## src/design/perm_enum_pkg.sv

```systemverilog
// shared constants and types of the permutation enumerator
// no dependencies; used by perm_enum_find, permutation_enumerator_core and the testbench
`timescale 1ns / 1ps
`default_nettype none

package perm_enum_pkg;

   localparam int MAX_ELEMENTS_DEF = 8;
   localparam int VAL_W            = 4;
   localparam int DIGITS_W         = 32;
   localparam int COUNT_W          = 16;
   localparam int SHOWN_MAX        = DIGITS_W / VAL_W;

   typedef struct packed {
      logic             found;
      logic [VAL_W-1:0] value;
   } find_result_type;

   typedef enum logic [3:0] {
      ST_IDLE = 4'b0001,
      ST_BACK = 4'b0010,
      ST_FILL = 4'b0100,
      ST_EMIT = 4'b1000
   } state_type;

endpackage

`default_nettype wire

```

## src/design/perm_enum_find.sv

```systemverilog
// shared search unit: smallest unused value above a floor and up to a limit
// depends on perm_enum_pkg
`timescale 1ns / 1ps
`default_nettype none

module perm_enum_find #(
   parameter int MAX_ELEMENTS = perm_enum_pkg::MAX_ELEMENTS_DEF
) (
   input  logic [MAX_ELEMENTS-1:0]              used_mask,
   input  logic [perm_enum_pkg::VAL_W-1:0]      floor_value,
   input  logic [perm_enum_pkg::VAL_W-1:0]      limit_value,
   output perm_enum_pkg::find_result_type       result
);

   always_comb begin
      result = '0;
      for (int w = MAX_ELEMENTS; w >= 1; w--) begin
         if (w > int'(floor_value) && w <= int'(limit_value) && !used_mask[w-1]) begin
            result.found = 1'b1;
            result.value = perm_enum_pkg::VAL_W'(w);
         end
      end
   end

endmodule

`default_nettype wire

```

## src/design/permutation_enumerator_core.sv

```systemverilog
// top level of the permutation enumerator: sequencer, state and output word
// depends on perm_enum_pkg and perm_enum_find
//
// Usage: each request word on req_ (valid/stall) carries req_restart. A restart,
// or any request before the first start or after csr_write_data was written,
// yields the first permutation 1..n; otherwise the next permutation in
// lexicographic order. One response word on rsp_ per request: packed digits,
// running count, exhausted flag (digits zero once all n! were given).
// A restart or a request after exhaustion goes straight to the emit step and the
// response register. A next request backtracks one level per cycle and then
// refills one position per cycle through the shared search unit, then emits.
// req_stall is high while a word is being worked on; the response register
// lets a new request be taken while the previous response is still stalled.
// A finished response waits in the sequencer while rsp_stall holds the
// previous one. Reset (synchronous) clears the search state and sets n to 4.
// csr_write_data is written only while the block is idle.
`timescale 1ns / 1ps
`default_nettype none

module permutation_enumerator_core #(
   parameter int MAX_ELEMENTS = perm_enum_pkg::MAX_ELEMENTS_DEF
) (
   input  logic                                 clock,
   input  logic                                 reset,
   input  logic                                 csr_write_enable,
   input  logic [perm_enum_pkg::VAL_W-1:0]      csr_write_data,
   input  logic                                 req_valid,
   output logic                                 req_stall,
   input  logic                                 req_restart,
   output logic                                 rsp_valid,
   input  logic                                 rsp_stall,
   output logic [perm_enum_pkg::DIGITS_W-1:0]   rsp_perm_digits,
   output logic [perm_enum_pkg::COUNT_W-1:0]    rsp_perm_number,
   output logic                                 rsp_exhausted
);

   localparam int VAL_W   = perm_enum_pkg::VAL_W;
   localparam int IDX_W   = $clog2(MAX_ELEMENTS);
   localparam int SHOWN   = (MAX_ELEMENTS < perm_enum_pkg::SHOWN_MAX) ?
                            MAX_ELEMENTS : perm_enum_pkg::SHOWN_MAX;
   localparam logic [VAL_W-1:0] MAX_CNT = VAL_W'(MAX_ELEMENTS);
   localparam logic [MAX_ELEMENTS-1:0] ONE_BIT = MAX_ELEMENTS'(1);

   perm_enum_pkg::state_type state_ff, state_in;
   logic [VAL_W-1:0]  count_ff, count_in;
   logic              started_ff, started_in;
   logic              exh_ff, exh_in;
   logic              done_ff, done_in;
   logic [perm_enum_pkg::COUNT_W-1:0] given_ff, given_in;
   logic [IDX_W-1:0]  pos_ff, pos_in;
   logic [MAX_ELEMENTS-1:0] used_ff, used_in;
   logic [VAL_W-1:0]  placed_ff [MAX_ELEMENTS];
   logic [VAL_W-1:0]  placed_in [MAX_ELEMENTS];
   logic              rsp_valid_ff, rsp_valid_in;
   logic [perm_enum_pkg::DIGITS_W-1:0] digits_ff, digits_in;
   logic [perm_enum_pkg::COUNT_W-1:0]  number_ff, number_in;
   logic              exhausted_ff, exhausted_in;

   logic [VAL_W-1:0]  count_eff;
   logic [IDX_W-1:0]  last_pos;
   logic [VAL_W-1:0]  cur_value;
   logic [MAX_ELEMENTS-1:0] unmark_mask;
   logic [MAX_ELEMENTS-1:0] search_mask;
   logic [VAL_W-1:0]  search_floor;
   logic [MAX_ELEMENTS-1:0] pick_bit;
   logic [perm_enum_pkg::DIGITS_W-1:0] packed_digits;
   logic              req_take;
   logic              emit_load;
   perm_enum_pkg::find_result_type find_res;

   always_comb begin
      if (count_ff == '0) begin
         count_eff = VAL_W'(1);
      end else if (count_ff > MAX_CNT) begin
         count_eff = MAX_CNT;
      end else begin
         count_eff = count_ff;
      end
   end

   assign last_pos  = IDX_W'(count_eff - VAL_W'(1));
   assign cur_value = placed_ff[pos_ff];

   always_comb begin
      unmark_mask = '0;
      if (cur_value != '0 && cur_value <= count_eff) begin
         unmark_mask = ONE_BIT << IDX_W'(cur_value - VAL_W'(1));
      end
   end

   always_comb begin
      if (state_ff == perm_enum_pkg::ST_BACK) begin
         search_mask  = used_ff & ~unmark_mask;
         search_floor = cur_value;
      end else begin
         search_mask  = used_ff;
         search_floor = '0;
      end
   end

   perm_enum_find #(
      .MAX_ELEMENTS(MAX_ELEMENTS)
   ) u_find (
      .used_mask  (search_mask),
      .floor_value(search_floor),
      .limit_value(count_eff),
      .result     (find_res)
   );

   assign pick_bit = ONE_BIT << IDX_W'(find_res.value - VAL_W'(1));

   always_comb begin
      packed_digits = '0;
      for (int p = 0; p < SHOWN; p++) begin
         packed_digits[VAL_W*p +: VAL_W] = placed_ff[p];
      end
   end

   assign req_take  = req_valid && !req_stall;
   assign emit_load = (state_ff == perm_enum_pkg::ST_EMIT) && (!rsp_valid_ff || !rsp_stall);

   always_comb begin
      state_in   = state_ff;
      count_in   = count_ff;
      started_in = started_ff;
      exh_in     = exh_ff;
      done_in    = done_ff;
      given_in   = given_ff;
      pos_in     = pos_ff;
      used_in    = used_ff;
      placed_in  = placed_ff;
      rsp_valid_in = rsp_valid_ff;
      digits_in    = digits_ff;
      number_in    = number_ff;
      exhausted_in = exhausted_ff;

      if (rsp_valid_ff && !rsp_stall) begin
         rsp_valid_in = 1'b0;
      end

      case (state_ff)
         perm_enum_pkg::ST_IDLE: begin
            if (csr_write_enable) begin
               count_in   = csr_write_data;
               started_in = 1'b0;
            end
            if (req_take) begin
               if (req_restart || !started_ff) begin
                  for (int p = 0; p < MAX_ELEMENTS; p++) begin
                     if (p < int'(count_eff)) begin
                        placed_in[p] = VAL_W'(p + 1);
                        used_in[p]   = 1'b1;
                     end else begin
                        placed_in[p] = '0;
                        used_in[p]   = 1'b0;
                     end
                  end
                  given_in   = perm_enum_pkg::COUNT_W'(1);
                  started_in = 1'b1;
                  exh_in     = 1'b0;
                  done_in    = 1'b0;
                  state_in   = perm_enum_pkg::ST_EMIT;
               end else if (exh_ff) begin
                  done_in  = 1'b1;
                  state_in = perm_enum_pkg::ST_EMIT;
               end else begin
                  done_in  = 1'b0;
                  pos_in   = last_pos;
                  state_in = perm_enum_pkg::ST_BACK;
               end
            end
         end
         perm_enum_pkg::ST_BACK: begin
            if (find_res.found) begin
               placed_in[pos_ff] = find_res.value;
               used_in = search_mask | pick_bit;
               if (pos_ff == last_pos) begin
                  given_in = given_ff + perm_enum_pkg::COUNT_W'(1);
                  state_in = perm_enum_pkg::ST_EMIT;
               end else begin
                  pos_in   = pos_ff + IDX_W'(1);
                  state_in = perm_enum_pkg::ST_FILL;
               end
            end else begin
               placed_in[pos_ff] = '0;
               used_in = search_mask;
               if (pos_ff == '0) begin
                  exh_in   = 1'b1;
                  done_in  = 1'b1;
                  state_in = perm_enum_pkg::ST_EMIT;
               end else begin
                  pos_in = pos_ff - IDX_W'(1);
               end
            end
         end
         perm_enum_pkg::ST_FILL: begin
            placed_in[pos_ff] = find_res.value;
            used_in = used_ff | pick_bit;
            if (pos_ff == last_pos) begin
               given_in = given_ff + perm_enum_pkg::COUNT_W'(1);
               state_in = perm_enum_pkg::ST_EMIT;
            end else begin
               pos_in = pos_ff + IDX_W'(1);
            end
         end
         perm_enum_pkg::ST_EMIT: begin
            if (emit_load) begin
               rsp_valid_in = 1'b1;
               digits_in    = done_ff ? '0 : packed_digits;
               number_in    = given_ff;
               exhausted_in = done_ff;
               state_in     = perm_enum_pkg::ST_IDLE;
            end
         end
         default: begin
            state_in = perm_enum_pkg::ST_IDLE;
         end
      endcase
   end

   always_ff @(posedge clock) begin
      if (reset) begin
         state_ff     <= perm_enum_pkg::ST_IDLE;
         count_ff     <= VAL_W'(4);
         started_ff   <= 1'b0;
         exh_ff       <= 1'b0;
         done_ff      <= 1'b0;
         given_ff     <= '0;
         pos_ff       <= '0;
         used_ff      <= '0;
         rsp_valid_ff <= 1'b0;
      end else begin
         state_ff     <= state_in;
         count_ff     <= count_in;
         started_ff   <= started_in;
         exh_ff       <= exh_in;
         done_ff      <= done_in;
         given_ff     <= given_in;
         pos_ff       <= pos_in;
         used_ff      <= used_in;
         rsp_valid_ff <= rsp_valid_in;
      end
   end

   always_ff @(posedge clock) begin
      if (reset) begin
         for (int p = 0; p < MAX_ELEMENTS; p++) begin
            placed_ff[p] <= '0;
         end
      end else begin
         placed_ff <= placed_in;
      end
   end

   always_ff @(posedge clock) begin
      digits_ff    <= digits_in;
      number_ff    <= number_in;
      exhausted_ff <= exhausted_in;
   end

   assign req_stall       = (state_ff != perm_enum_pkg::ST_IDLE);
   assign rsp_valid       = rsp_valid_ff;
   assign rsp_perm_digits = digits_ff;
   assign rsp_perm_number = number_ff;
   assign rsp_exhausted   = exhausted_ff;

   // exhausted word carries no digits
   a_exh_zero: assert property (@(posedge clock) disable iff (reset)
      rsp_valid_ff && exhausted_ff |-> digits_ff == '0)
      else $error("exhausted word with nonzero digits");

   // busy right after taking a request
   a_busy: assert property (@(posedge clock) disable iff (reset)
      req_take |=> req_stall)
      else $error("request taken while not busy");

   // a new response only comes out of the emit step
   a_emit: assert property (@(posedge clock) disable iff (reset)
      $rose(rsp_valid_ff) |-> $past(state_ff == perm_enum_pkg::ST_EMIT))
      else $error("response without emit step");

   // a held permutation marks exactly n values
   a_marks: assert property (@(posedge clock) disable iff (reset)
      state_ff == perm_enum_pkg::ST_IDLE && started_ff && !exh_ff
      |-> $countones(used_ff) == int'(count_eff))
      else $error("used marks do not match element count");

endmodule

`default_nettype wire

```

## config.mk

```make
export PLATFORM = sky130hd
export DESIGN_NAME = permutation_enumerator_core
export DESIGN_NICKNAME = d
export VERILOG_FILES = /design/src/design/perm_enum_pkg.sv /design/src/design/perm_enum_find.sv /design/src/design/permutation_enumerator_core.sv
export SDC_FILE = /design/constraint.sdc
export NUM_CORES = 1
export LEC_CHECK = 0
export ABC_AREA = 1
export BUFFER_PORTS_ARGS = -buffer_cell sky130_fd_sc_hd__buf_4
export CORE_ASPECT_RATIO = 0.9
export CORE_MARGIN = 1.5
export CORE_UTILIZATION = 40
export DETAILED_ROUTE_END_ITERATION = 8
export PLACE_DENSITY_LB_ADDON = 0.1
export RECOVER_POWER = 25
export SETUP_SLACK_MARGIN = 0.3
export SLEW_MARGIN = 20
export SYNTH_ARGS = -nofsm -noshare
export SYNTH_HDL_FRONTEND = slang
export SYNTH_HIERARCHICAL = 1
export SYNTH_SLANG_ARGS = --single-unit
```

## constraint.sdc

```tcl
create_clock -name clock -period 5.81 [get_ports clock]
set_input_delay 1.162 -clock clock [delete_from_list [all_inputs] [get_ports clock]]
set_output_delay 1.162 -clock clock [all_outputs]
set_load 0.02 [all_outputs]
```

Word-level counts from Yosys, hierarchy flattened:

Cells that the tools add are included.

* flip-flop bits (word level): 120
* input port bits: 10
* output and inout bits: 51
* word-level logic and storage cells: 207

* $add $sub $neg: 6
* $lt $le $gt $ge: 28
* equality and inequality tests: 17
* shifts and indexed selects: 2
* mux-type cells: 79
* bitwise logic cells: 7
* reductions and logical operators: 48

Operator list (count)
* 32-bit 2-to-1 mux: 3
* 32-bit one-hot mux with 3 select lines: 1
* 16-bit 2-to-1 mux: 4
* 4-bit 2-to-1 mux: 15
* 16-bit one-hot mux with 3 select lines: 1
* 5-bit 2-to-1 mux: 8
* 8-bit 2-to-1 mux: 5
* 32-bit bitwise AND: 1
* 32-bit bitwise mux: 1
* 32-bit NOT: 1
* 3-bit 2-to-1 mux: 10
* 8-bit one-hot mux with 3 select lines: 1
* 1-bit 2-to-1 mux: 22
* 1-bit logical AND: 21
* 16-bit by 1-bit adder with 16-bit output, second input constant: 1
* 3-bit by 4-bit greater-than comparator with 1-bit output, first input constant: 4
* 3-bit by 4-bit <= comparator with 1-bit output, first input constant: 4
* 3-bit by 4-bit < comparator with 1-bit output, first input constant: 4
* 2-bit inequality test, second input constant: 8
* 8-bit bitwise OR: 2
* 4-bit one-hot mux with 4 select lines: 1
* 1-bit by 3-bit left shift with 8-bit output, first input constant: 2
* 4-bit binary-select mux with 3-bit select: 1
* 4-bit demux with 3-bit select: 1
* 40 further kinds: 65

Depth between registers and ports, before layout:

Gate-level depths: netlist of run 1.

* word-level depth: 25
* mapped depth: 31
* gate-level depth less buffers: 30

Modules after synthesis:

The synthesis of run 1 kept the hierarchy.

By module, submodules not included
* permutation_enumerator_core: instances 1, cells an instance 797, area each 6040.8 µm²
* perm_enum_find: instances 1, cells an instance 62, area each 297.8 µm²

Worst setup path after synthesis of run 1:

Ideal clock, no wire load.

* path kind: input-to-reg
* start point: input port rsp_stall
* end point: register exhausted_ff, in the netlist rsp_exhausted (enable)
* arrival time: 3334 ps
* slack: 2020 ps
* stages: 3
* path through: nand2_1 inv_1 nor2_1

* longest elaborated chain between the ends: 4

RTL lines
* from (decl): RTL line permutation_enumerator_core.sv:31 `input logic rsp_stall,`
* 1-bit zero test: RTL line permutation_enumerator_core.sv:120 `assign emit_load = (state_ff == perm_enum_pkg::ST_EMIT) && (!rsp_valid_ff || !rsp_stall);`
* 1-bit logical OR: RTL line permutation_enumerator_core.sv:120
* 1-bit logical AND: RTL line permutation_enumerator_core.sv:120
* 2-bit AND reduction (no line)
* to (signal assigned): RTL line permutation_enumerator_core.sv:258 `exhausted_ff <= exhausted_in;`
* to (decl): RTL line permutation_enumerator_core.sv:57 `logic exhausted_ff, exhausted_in;`

No other way between the ends.
A chain may end at the register's enable or synchronous reset.

==> qor.csv, run 1 <==
metric;value;unit
layout cells sized above 1;13.3;%
sequential area share after synthesis;45.6;%
initial antenna violation count;0;
remaining global-route overflow;0;
Final Cycle Share;79.8;%
fin crit period;4.64;ns
CP Class;flip-flop to flip-flop;
Mapped Area;0.00634;mm2
final core occ;48.5;%
Compound-Gate Fraction of Synth Area;13.2;%
Post-Place Cells;1097;
final hold vios;0;
worst slack, placed;1.39;ns
final antenna-violating net count;0;
Max VDD drop;0.000209;V
ant diodes;0;
Final Slew Violations;68;
placed instance area;0.00695;mm2
WHS Endpoint;packed_digits[23];
number of synthesized register bits;120;
max incr delay on CP;0.67;ns
Worst Hold Slack;0.457;ns
Synth Instances;859;
post-synthesis xor/xnor area fraction;1.11;%
first-pass GRT wire length;27300;um
Clock Sink Count;120;
worst hold start;packed_digits[23];
asr flop ratio synth;0;%
wire per inst;14.9;um
Multi-input gate area;0.00285;mm2
syn_nets;880;
worst r2r src;pos_ff[1];
Setup WS post-layout;1.17;ns
Worst Path Arrival;4.93;ns
H-tree depth;4;
clock skew;0.00801;ns
maxcap violations;2;
R2R Path End;used_ff[4];
Via Count;5738;
Register Area;0.00289;mm2
Worst-Margin Slew;1.79;ns
cells along the critical path;inv_1 -> nand2_1 -> nand2_1 -> nand2_1 -> nand2_1 -> ha_1 -> nand2_1 -> o21ai_0 -> a21oi_1 -> a31oi_1 -> nor2_1 -> nand2_1 -> nand2_2 -> nor2_4 -> nand3_1 -> nand2_1 -> nand2_2 -> nand2_2 -> inv_1 -> a211oi_1 -> a21oi_1;
Hold Path Class;flip-flop to flip-flop;
Clock Latency Late Sink;0.42;ns
Initial Utilization;41.1;%
CTS Hold Bufs;0;
critical path startpoint category;flip-flop;
chip height;122;um
R2R setup slack;1.17;ns
cts repair resizes;0;
r2r worst-path depth;21;
hold path depth;2;
Initial DRC Count;515;
status;finished, violations left;
Worst-path clk slew;0.06;ns
critical path peak fanout;16;
required time worst endpoint;6.11;ns
Syn. warnings;6;
die footprint;0.0166;mm2
final instance area;0.00749;mm2
Nets;935;
core box area;0.0154;mm2
largest family of logic cells by synthesized area;simple AND/OR/NAND/NOR gates;
FMAX;216;MHz
Final Non-Filler Cells;1129;
Clock Tree Buf Depth;2;
total negative setup slack;0;ns
fillcell total;1580;
Post-Synth Adder-Cell Area;2.17;%
total CTS buffers;17;
post-synthesis mux area share;0;%
I/O pin cnt;61;
CTS tree;yes;
HPWL after DPL;11700;um
postcts setup bufs;0;
slowest stage cell, crit path;dfxtp_1;
mean post-synth cell area;7.38;um2
largest net degree at the start of global routing;46;
Tot Pwr;2.59;mW
synth-to-layout area growth;18.1;%
input/output buffers;60;
Worst path most repeated cell;nand2_1;
Relative slew margins;-19.2;%
setup violators final;0;
Leak;3.24;nW
RSZ-0062 raised after global routing;no;
area share of and/or/nand/nor cells after synthesis;28.5;%
drt pass-1 iters;6;
GRT Resource Usage Total;21.5;%
routability congestion estimate;0.923;
DRC viols;0;
Cell Pwr Density;345;mW/mm2
final WL;16800;um
CTS Root Cell;clkbuf_16;
Via density;5.08;
Netlist cell types;43;
Post-synth EDFFs;49;
# rows;43;
vias in the first global route;5202;
Critical Path End Type;flip-flop;
die width;136;um
Main synth FF type;dfxtp_1;
failing checks;capacitance limit, slew limit;
-- per-layer routing --
layer | vias to the layer above | GRT usage, % | routed length (um)
met5 | - | 0 | 0
met4 | 0 | 7.12 | 306
met3 | 32 | 5.16 | 976
met2 | 185 | 31.8 | 7160
met1 | 2618 | 30.6 | 8360
li1 | 2903 | - | -
-- cells in the mapped netlist, types with 7 or more instances --
cell type | number | area (um2)
o21ai_0 | 50 | 250
buf_2 | 7 | 35.0
nand2_2 | 8 | 50.1
ha_1 | 11 | 138
dfxtp_1 | 71 | 1420
o221ai_1 | 9 | 78.8
a21oi_1 | 63 | 315
inv_1 | 120 | 450
nand3_1 | 42 | 210
nand2_1 | 233 | 875
nor2_1 | 91 | 342
edfxtp_1 | 49 | 1470
nor3_1 | 21 | 105
xor2_1 | 7 | 61.3
clkbuf_1 | 19 | 71.3
-- worst max-delay path: cells and delay by family (launching register included) --
kind | cells | cell delay [ns]
simple gates | 13 | 1.69
compound gates | 5 | 1.22
flops | 1 | 0.67
buf+inv | 2 | 0.57
fa+ha+maj | 1 | 0.36
-- placed cells by master (no fill, tap or decap), drive strengths merged --
master    instances
nand3            44
edfxtp           49
nand4             6
clkinvlp          3
a31oi             4
clkinv            9
dfxtp            71
ha               11
o22ai             5
nor2            100
nand3b            2
nor3             24
bufinv            1
nand2           241
a311oi            1
a221oi            1
o211ai            2
or2               3
o21ai            54
xor2              7
clkbuf           21
o21a              3
a21oi            64
o221ai            9
a41oi             1
buf              60
a21boi            1
xnor2             1
a211oi            2
inv             127
-- worst max-delay path by stage --
stage,start,endpoint,slack (ns),cells past startpoint
4_1_cts,pos_ff[1],used_ff[6],1.34,23
3_5_place_dp,pos_ff[1],packed_digits[1],1.39,21
6_report,pos_ff[1],used_ff[4],1.17,21
3_3_place_gp,pos_ff[1],used_ff[4],1.35,21
2_1_floorplan,rsp_stall,rsp_exhausted,2.02,3
5_1_grt,pos_ff[1],used_ff[6],0.79,25
-- flip-flops by register name, indices dropped and copies added (netlist names) --
register and count:
packed_digits 32, rsp_perm_digits 32, given_ff 16, rsp_perm_number 16, used_ff 8, count_ff 4, state_ff 4, pos_ff 3
done_ff 1, exh_ff 1, rsp_exhausted 1, rsp_valid 1, started_ff 1
-- power by group --
| part | internal (mW) | leakage [nW] | switching [mW] |
|---|---|---|---|
| Combinational | 0.186 | 1.92 | 0.419 |
| Sequential | 0.944 | 1.06 | 0.0474 |
| Clock | 0.586 | 0.263 | 0.404 |
-- logic make-up (layout without fill, tap and decap cells) --
logic type      Yosys count  count (layout)
compound gates          147             147
xor+xnor                  8               8
fa+ha+maj                11              11
buf+inv                 153             221
flops                   120             120
simple gates            420             420
-- area by class of cell --
type                    instances  area share (%)
flip-flops and latches        120            38.6
well taps                     202            3.38
repair buffers                 64            6.27
clock buffers                  17            5.68
inverters                     125            6.27
clock inverters                15            1.69
multi-input cells             586            38.1
(Power assumes the default switching activity.)
==> inputs of run 2 (changes only) <==
Settings changed: ABC_AREA 1 to 0.
Clock period 5.81 ns to 4.7 ns, I/O delays scaled along.
==> run 2 against run 1 <==
The flow still finishes with violations (capacitance limit, slew limit). Fmax rose by 4.9%. Combinational power rose to 3.5 times the previous value. Critical endpoint is now given_ff[4]. Clock power rose by 36%. Register-to-register slack got worse by 0.90 ns. Final area rose by 11%. Global-route usage rose by 1.1 points. Total power rose by 90%. Highest routed layer unchanged. First-iteration DRC count fell by 17%.
==> qor.csv, run 2 <==
metric;value;unit;change
Critical Path End Type;flip-flop;;unchanged
required time worst endpoint;5.05;ns;was 6.11 ns
fillcell total;1374;;was 1,580
Setup crit start;pos_ff[1];;unchanged
DRC viols;0;;unchanged
GRT Resource Usage Total;22.6;%;was 21.5%
CP Class;flip-flop to flip-flop;;unchanged
number of synthesized register bits;120;;unchanged
status;finished, violations left;;unchanged
Relative slew margins;-13.0;%;was -19.2%
Worst-path clk slew;0.05;ns;was 0.06 ns
critical path startpoint category;flip-flop;;unchanged
HPWL after DPL;12800;um;was 11,700 um
I/O pin cnt;61;;unchanged
layout cells sized above 1;28.4;%;was 13.3%
syn_nets;687;;was 880
Worst Hold Slack;0.471;ns;was 0.457 ns
Worst-Margin Slew;1.67;ns;was 1.79 ns
final antenna-violating net count;0;;unchanged
Synth Instances;666;;was 859
Nets;785;;was 935
total CTS buffers;17;;unchanged
crit path to;given_ff[4];;was used_ff[4]
Tot Pwr;4.91;mW;was 2.59 mW
RSZ-0062 raised after global routing;yes;;was no
Final Cycle Share;94.1;%;was 79.8%
asr flop ratio synth;0;%;unchanged
Clock Tree Buf Depth;2;;unchanged
max incr delay on CP;0.55;ns;was 0.67 ns
Final Slew Violations;11;;was 68
# rows;43;;unchanged
routability congestion estimate;0.895;;was 0.923
largest net degree at the start of global routing;52;;was 46
drt pass-1 iters;5;;was 6
commonest non-fill, non-tap cell in the layout;buf_4;;was nand2_1
buffers and inverters on the worst path;10;;was 2
Max VDD drop;0.000450;V;was 0.000209 V
total negative setup slack;0;ns;unchanged
synth-to-layout area growth;30.3;%;was 18.1%
vias in the first global route;5512;;was 5,202
Clock Sink Count;120;;unchanged
top cells by area, synth;edfxtp_1, dfxtp_1, nand2_1, nor2b_1, nor2_1;;was edfxtp_1, dfxtp_1, nand2_1, inv_1, nor2_1
Worst path most repeated cell;buf_4;;was nand2_1
CTS tree;yes;;unchanged
R2R Path End;given_ff[4];;was used_ff[4]
Clock Latency Late Sink;0.42;ns;about the same
Via density;5.97;;was 5.08
Main synth FF type;dfxtp_1;;unchanged
final WL;18500;um;was 16,800 um
Via Count;5841;;was 5,738
Cell Pwr Density;588;mW/mm2;was 345 mW/mm2
die footprint;0.0168;mm2;was 0.0166 mm2
setup violators final;0;;unchanged
Post-Place Cells;921;;was 1,097
worst r2r src;pos_ff[1];;unchanged
cell with the most instances after synthesis;dfxtp_1;;was nand2_1
mean post-synth cell area;9.62;um2;was 7.38 um2
maxcap violations;1;;was 2
chip height;123;um;was 122 um
top post-synthesis cells by count;dfxtp_1, nand2_1, nor2_1, edfxtp_1, nor2b_1;;was nand2_1, inv_1, nor2_1, dfxtp_1, a21oi_1
Netlist cell types;79;;was 43
failing checks;capacitance limit, slew limit;;unchanged
most frequent cells in the layout;buf_4, dfxtp_1, nand2_1;;was nand2_1, inv_1, nor2_1
r2r worst-path depth;22;;was 21
fin crit period;4.42;ns;was 4.64 ns
remaining global-route overflow;0;;unchanged
die width;136;um;about the same
initial antenna violation count;0;;unchanged
Hold Path Class;flip-flop to flip-flop;;unchanged
sequential area share after synthesis;45.1;%;was 45.6%
slowest stage cell, crit path;mux4_2;;was dfxtp_1
Initial DRC Count;425;;was 515
Final Non-Filler Cells;979;;was 1,129
first-pass GRT wire length;28900;um;was 27,300 um
Leak;3.15;nW;was 3.24 nW
Post-synth EDFFs;49;;unchanged
clock skew;0.0156;ns;was 0.00801 ns
Mapped Area;0.00641;mm2;was 0.00634 mm2
Synth top area share;23.0;%;was 23.2%
cells along the critical path;mux4_2 -> mux2i_4 -> inv_2 -> buf_6 -> buf_4 -> buf_4 -> buf_4 -> buf_4 -> buf_6 -> buf_6 -> nand2b_4 -> o41a_1 -> a22oi_1 -> o21bai_1 -> o211ai_1 -> a211o_1 -> buf_6 -> mux2i_4 -> nor4_2 -> buf_4 -> o2111ai_2 -> mux2i_1;;was inv_1 -> nand2_1 -> nand2_1 -> nand2_1 -> nand2_1 -> ha_1 -> nand2_1 -> o21ai_0 -> a21oi_1 -> a31oi_1 -> nor2_1 -> nand2_1 -> nand2_2 -> nor2_4 -> nand3_1 -> nand2_1 -> nand2_2 -> nand2_2 -> inv_1 -> a211oi_1 -> a21oi_1
R2R setup slack;0.28;ns;was 1.17 ns
CTS Root Cell;clkbuf_16;;unchanged
Crit path depth;22;;was 21
FMAX;226;MHz;was 216 MHz
Worst Path Arrival;4.77;ns;was 4.93 ns
placed instance area;0.00726;mm2;was 0.00695 mm2
critical path peak fanout;7;;was 16
H-tree depth;4;;unchanged
final instance area;0.00835;mm2;was 0.00749 mm2
biggest area consumer among synthesized cells;edfxtp_1;;unchanged
CTS Hold Bufs;0;;unchanged
input/output buffers;60;;unchanged
ant diodes;0;;unchanged
Crit path max-delay family;multiplexers;;was simple AND/OR/NAND/NOR gates
Syn. warnings;6;;unchanged
core box area;0.0155;mm2;was 0.0154 mm2
Initial Utilization;41.2;%;was 41.1%
final hold vios;0;;unchanged
wire per inst;18.9;um;was 14.9 um
-- run 2: changes by cell type after synthesis, sizes merged, moves of 16 or more --
cell / delta
nand2: -175
inv: -104
nor2: -41
nor2b: +38
a21oi: -35
o21ai: -35
nand3: -16
-- run 2: cell type report --
type	count	area (um2)	share of cell area (%)
Multi-Input combinational cell	484	3530	42.3
Sequential cell	120	2900	34.7
Timing Repair Buffer	121	977	11.7
Clock buffer	20	437	5.23
Tap cell	202	253	3.03
Clock inverter	12	174	2.08
Inverter	20	75.1	0.899
-- run 2: cells by family (layout without fill, tap and decap cells) --
| kind of cell | Yosys count | after routing | synth area share [%] |
|---|---|---|---|
| compound gates | 167 | 167 | 20.1 |
| xor+xnor | 6 | 6 | 1.25 |
| fa+ha+maj | 11 | 11 | 2.15 |
| buf+inv | 62 | 173 | 3.92 |
| flops | 120 | 120 | 45.1 |
| mux | 26 | 26 | 5.29 |
| simple gates | 274 | 274 | 22.2 |
-- run 2: repair_timing --
| item | 4_1_cts | 5_1_grt |
|---|---|---|
| buffers inserted | 16 | 10 |
| pin swaps | 17 | 28 |
| setup endpoints to repair | 53 | 62 |
| resized for setup | 22 | 46 |
-- run 2: worst min path at each step --
stage                     cells after the start  slack [ns]             endpoint         start
after floorplan                               0        0.43  rsp_perm_number[11]  given_ff[11]
after global placement                        0        0.45  rsp_perm_number[11]  given_ff[11]
after detailed placement                      0        0.46  rsp_perm_number[11]  given_ff[11]
after CTS                                     0        0.47  rsp_perm_number[15]  given_ff[15]
after global routing                          0        0.48  rsp_perm_number[11]  given_ff[11]
final                                         0        0.47  rsp_perm_number[11]  given_ff[11]
-- run 2: where the power goes --
group	switching, mW	internal (mW)
combinational	1.23	0.909
clock	0.467	0.884
sequential	0.169	1.24
total	1.87	3.04
-- run 2: metal layers --
layer	global-route usage [%]	up-vias	wire length (um)
met5	0	-	0
met4	9.77	0	431
met3	5.41	32	1260
met2	35.7	237	8690
met1	29.5	2847	8110
li1	-	2725	-
-- run 2: metrics by stage --
stage | worst slack, ns | utilization, %
4_1_cts | 0.177 | 51.9
3_5_place_dp | -0.0120 | 46.7
2_1_floorplan | 0.321 | -
6_report | 0.276 | 53.7
5_1_grt | 0.128 | 53.7
3_3_place_gp | 0.0576 | 46.7
==> inputs of run 3 (changes only) <==
Settings changed: CELL_PAD_IN_SITES_DETAIL_PLACEMENT set to 1, CELL_PAD_IN_SITES_GLOBAL_PLACEMENT set to 1, CORE_UTILIZATION 40 to 50.
Clock period 4.7 ns to 5.4 ns, I/O delays scaled along.
==> run 3 against run 2 <==
The flow still finishes with violations (capacitance limit, slew limit). Sequential share of layout area rose by 2.8 points. Final area decreased by 7.4%. Via count rose by 0.31%. Worst hold slack better by 0.0090 ns. Largest power group unchanged.
==> qor.csv, run 3 (synthesized netlist as in run 2, its figures left out) <==
metric;value;unit;change
max incr delay on CP;0.54;ns;was 0.55 ns
routability congestion estimate;0.921;;was 0.895
Worst Path Arrival;5.27;ns;was 4.77 ns
fin crit period;4.90;ns;was 4.42 ns
Final Slew Violations;11;;unchanged
fillcell total;1383;;was 1,374
status;finished, violations left;;unchanged
Leak;2.89;nW;was 3.15 nW
RSZ-0062 raised after global routing;no;;was yes
die footprint;0.0135;mm2;was 0.0168 mm2
drt pass-1 iters;4;;was 5
H-tree depth;4;;unchanged
Initial DRC Count;399;;was 425
layout cells sized above 1;20.9;%;was 28.4%
Nets;749;;was 785
Via Count;5859;;was 5,841
r2r worst-path depth;15;;was 22
final core occ;61.4;%;was 53.7%
vias in the first global route;6058;;was 5,512
critical path peak fanout;9;;was 7
Setup WS post-layout;0.504;ns;was 0.276 ns
hold path depth;0;;unchanged
input/output buffers;60;;unchanged
HPWL after DPL;13800;um;was 12,800 um
total CTS buffers;17;;unchanged
maxcap violations;1;;unchanged
FMAX;204;MHz;was 226 MHz
first-pass GRT wire length;33100;um;was 28,900 um
Critical Path End Type;flip-flop;;unchanged
cells along the critical path;mux4_2 -> a211oi_4 -> inv_2 -> ha_1 -> and4_1 -> a21oi_2 -> o41a_1 -> or3_1 -> or2_2 -> o211ai_1 -> a21boi_1 -> inv_1 -> or4_1 -> a31oi_1 -> a21o_1;;was mux4_2 -> mux2i_4 -> inv_2 -> buf_6 -> buf_4 -> buf_4 -> buf_4 -> buf_4 -> buf_6 -> buf_6 -> nand2b_4 -> o41a_1 -> a22oi_1 -> o21bai_1 -> o211ai_1 -> a211o_1 -> buf_6 -> mux2i_4 -> nor4_2 -> buf_4 -> o2111ai_2 -> mux2i_1
Worst-Margin Slew;1.88;ns;was 1.67 ns
Relative slew margins;-26.9;%;was -13.0%
Clock Latency Late Sink;0.43;ns;was 0.42 ns
final hold vios;0;;unchanged
wire per inst;22.8;um;was 18.9 um
CTS Hold Bufs;0;;unchanged
CTS tree;yes;;unchanged
Final Cycle Share;90.7;%;was 94.1%
clock skew;0.00773;ns;was 0.0156 ns
ant diodes;0;;unchanged
Worst Hold Slack;0.480;ns;was 0.471 ns
required time worst endpoint;5.78;ns;was 5.05 ns
worst r2r src;pos_ff[1];;unchanged
initial antenna violation count;0;;unchanged
DRC viols;0;;unchanged
Worst-path clk slew;0.06;ns;was 0.05 ns
Clock Sink Count;120;;unchanged
CTS Root Cell;clkbuf_16;;unchanged
largest net degree at the start of global routing;52;;unchanged
total negative setup slack;0;ns;unchanged
final WL;20700;um;was 18,500 um
I/O pin cnt;61;;unchanged
worst hold start;given_ff[15];;was given_ff[11]
Initial Utilization;50.9;%;was 41.2%
R2R Path End;used_ff[4];;was given_ff[4]
final antenna-violating net count;0;;unchanged
R2R setup slack;0.50;ns;was 0.28 ns
remaining global-route overflow;0;;unchanged
setup violators final;0;;unchanged
chip height;110;um;was 123 um
critical path startpoint category;flip-flop;;unchanged
most frequent cells in the layout;buf_4, dfxtp_1, nand2_1;;unchanged
Max VDD drop;0.000328;V;was 0.000450 V
# rows;39;;was 43
die width;122;um;was 136 um
core box area;0.0126;mm2;was 0.0155 mm2
commonest non-fill, non-tap cell in the layout;buf_4;;unchanged
worst slack, placed;0.123;ns;was -0.0120 ns
WHS Endpoint;rsp_perm_number[15];;was rsp_perm_number[11]
Cell Pwr Density;510;mW/mm2;was 588 mW/mm2
CP Class;flip-flop to flip-flop;;unchanged
slowest stage cell, crit path;mux4_2;;unchanged
Clock Tree Buf Depth;2;;unchanged
Via density;6.47;;was 5.97
GRT Resource Usage Total;32.0;%;was 22.6%
Tot Pwr;3.94;mW;was 4.91 mW
Hold Path Class;flip-flop to flip-flop;;unchanged
failing checks;capacitance limit, slew limit;;unchanged
synth-to-layout area growth;20.7;%;was 30.3%
run 3: cell count changes in the layout (fill, tap and decap cells not counted), sizes merged:
cell / previous run / this run
buf: 119 / 84
bufinv: 4 / 2
clkbuf: 22 / 19
clkinv: 4 / 7
inv: 21 / 22
run 3: through the flow:
step / instance area, um2 / std cells
4_1_cts: 7690 / 903
2_1_floorplan: 6410 / 666
6_report: 7730 / 905
3_5_place_dp: 7080 / 871
5_1_grt: 7730 / 905
3_3_place_gp: 7080 / 871
run 3: routing by layer:
metal  wire length [um]  track usage, %
met5                  0               0
met4                618            14.2
met3               1210            7.85
met2              10300            53.1
met1               8510            38.9
run 3: report_power, final:
part           total (mW)  internal, mW  switching [mW]  leakage, nW
Combinational        1.58         0.568            1.01         1.57
Clock                1.13         0.691           0.434        0.280
Sequential           1.24          1.08           0.153         1.04
Total                3.94          2.34            1.60         2.89
run 3: layout make-up:
type,instances,area [um2],share of cell area [%]
Timing Repair Buffer,85,638,8.25
Multi-Input combinational cell,484,3320,43.0
Clock inverter,14,149,1.93
Tap cell,164,205,2.65
Inverter,20,75.1,0.971
Clock buffer,18,439,5.68
Sequential cell,120,2900,37.5
run 3: worst max path at each step:
| stage | startpoint | endpoint | slack (ns) | depth (start not counted) |
|---|---|---|---|---|
| finish | pos_ff[1] | used_ff[4] | 0.50 | 15 |
| CTS | pos_ff[1] | used_ff[4] | 0.35 | 15 |
| global placement | pos_ff[1] | used_ff[0] | 0.24 | 16 |
| global route | pos_ff[1] | used_ff[1] | 0.31 | 17 |
| floorplan | pos_ff[1] | used_ff[0] | 0.71 | 18 |
| detailed placement | pos_ff[1] | packed_digits[11] | 0.12 | 17 |
run 3: repair_timing:
item | in CTS | in global routing
endpoints found under the setup margin | 39 | 48
cloned | 0 | 0
pin swaps | 0 | 2
setup buffers | 0 | 2
resized for setup | 6 | 11
run 3: worst max-delay path: cells and delay by family (launching register included):
kind                       cells  cell delay, ns
AOI/OAI and AO/OA              7            1.91
adders and majority gates      1            0.31
buffers and inverters          2            0.30
DFF                            1            0.41
muxes                          1            0.54
and+or+nand+nor                4            1.37
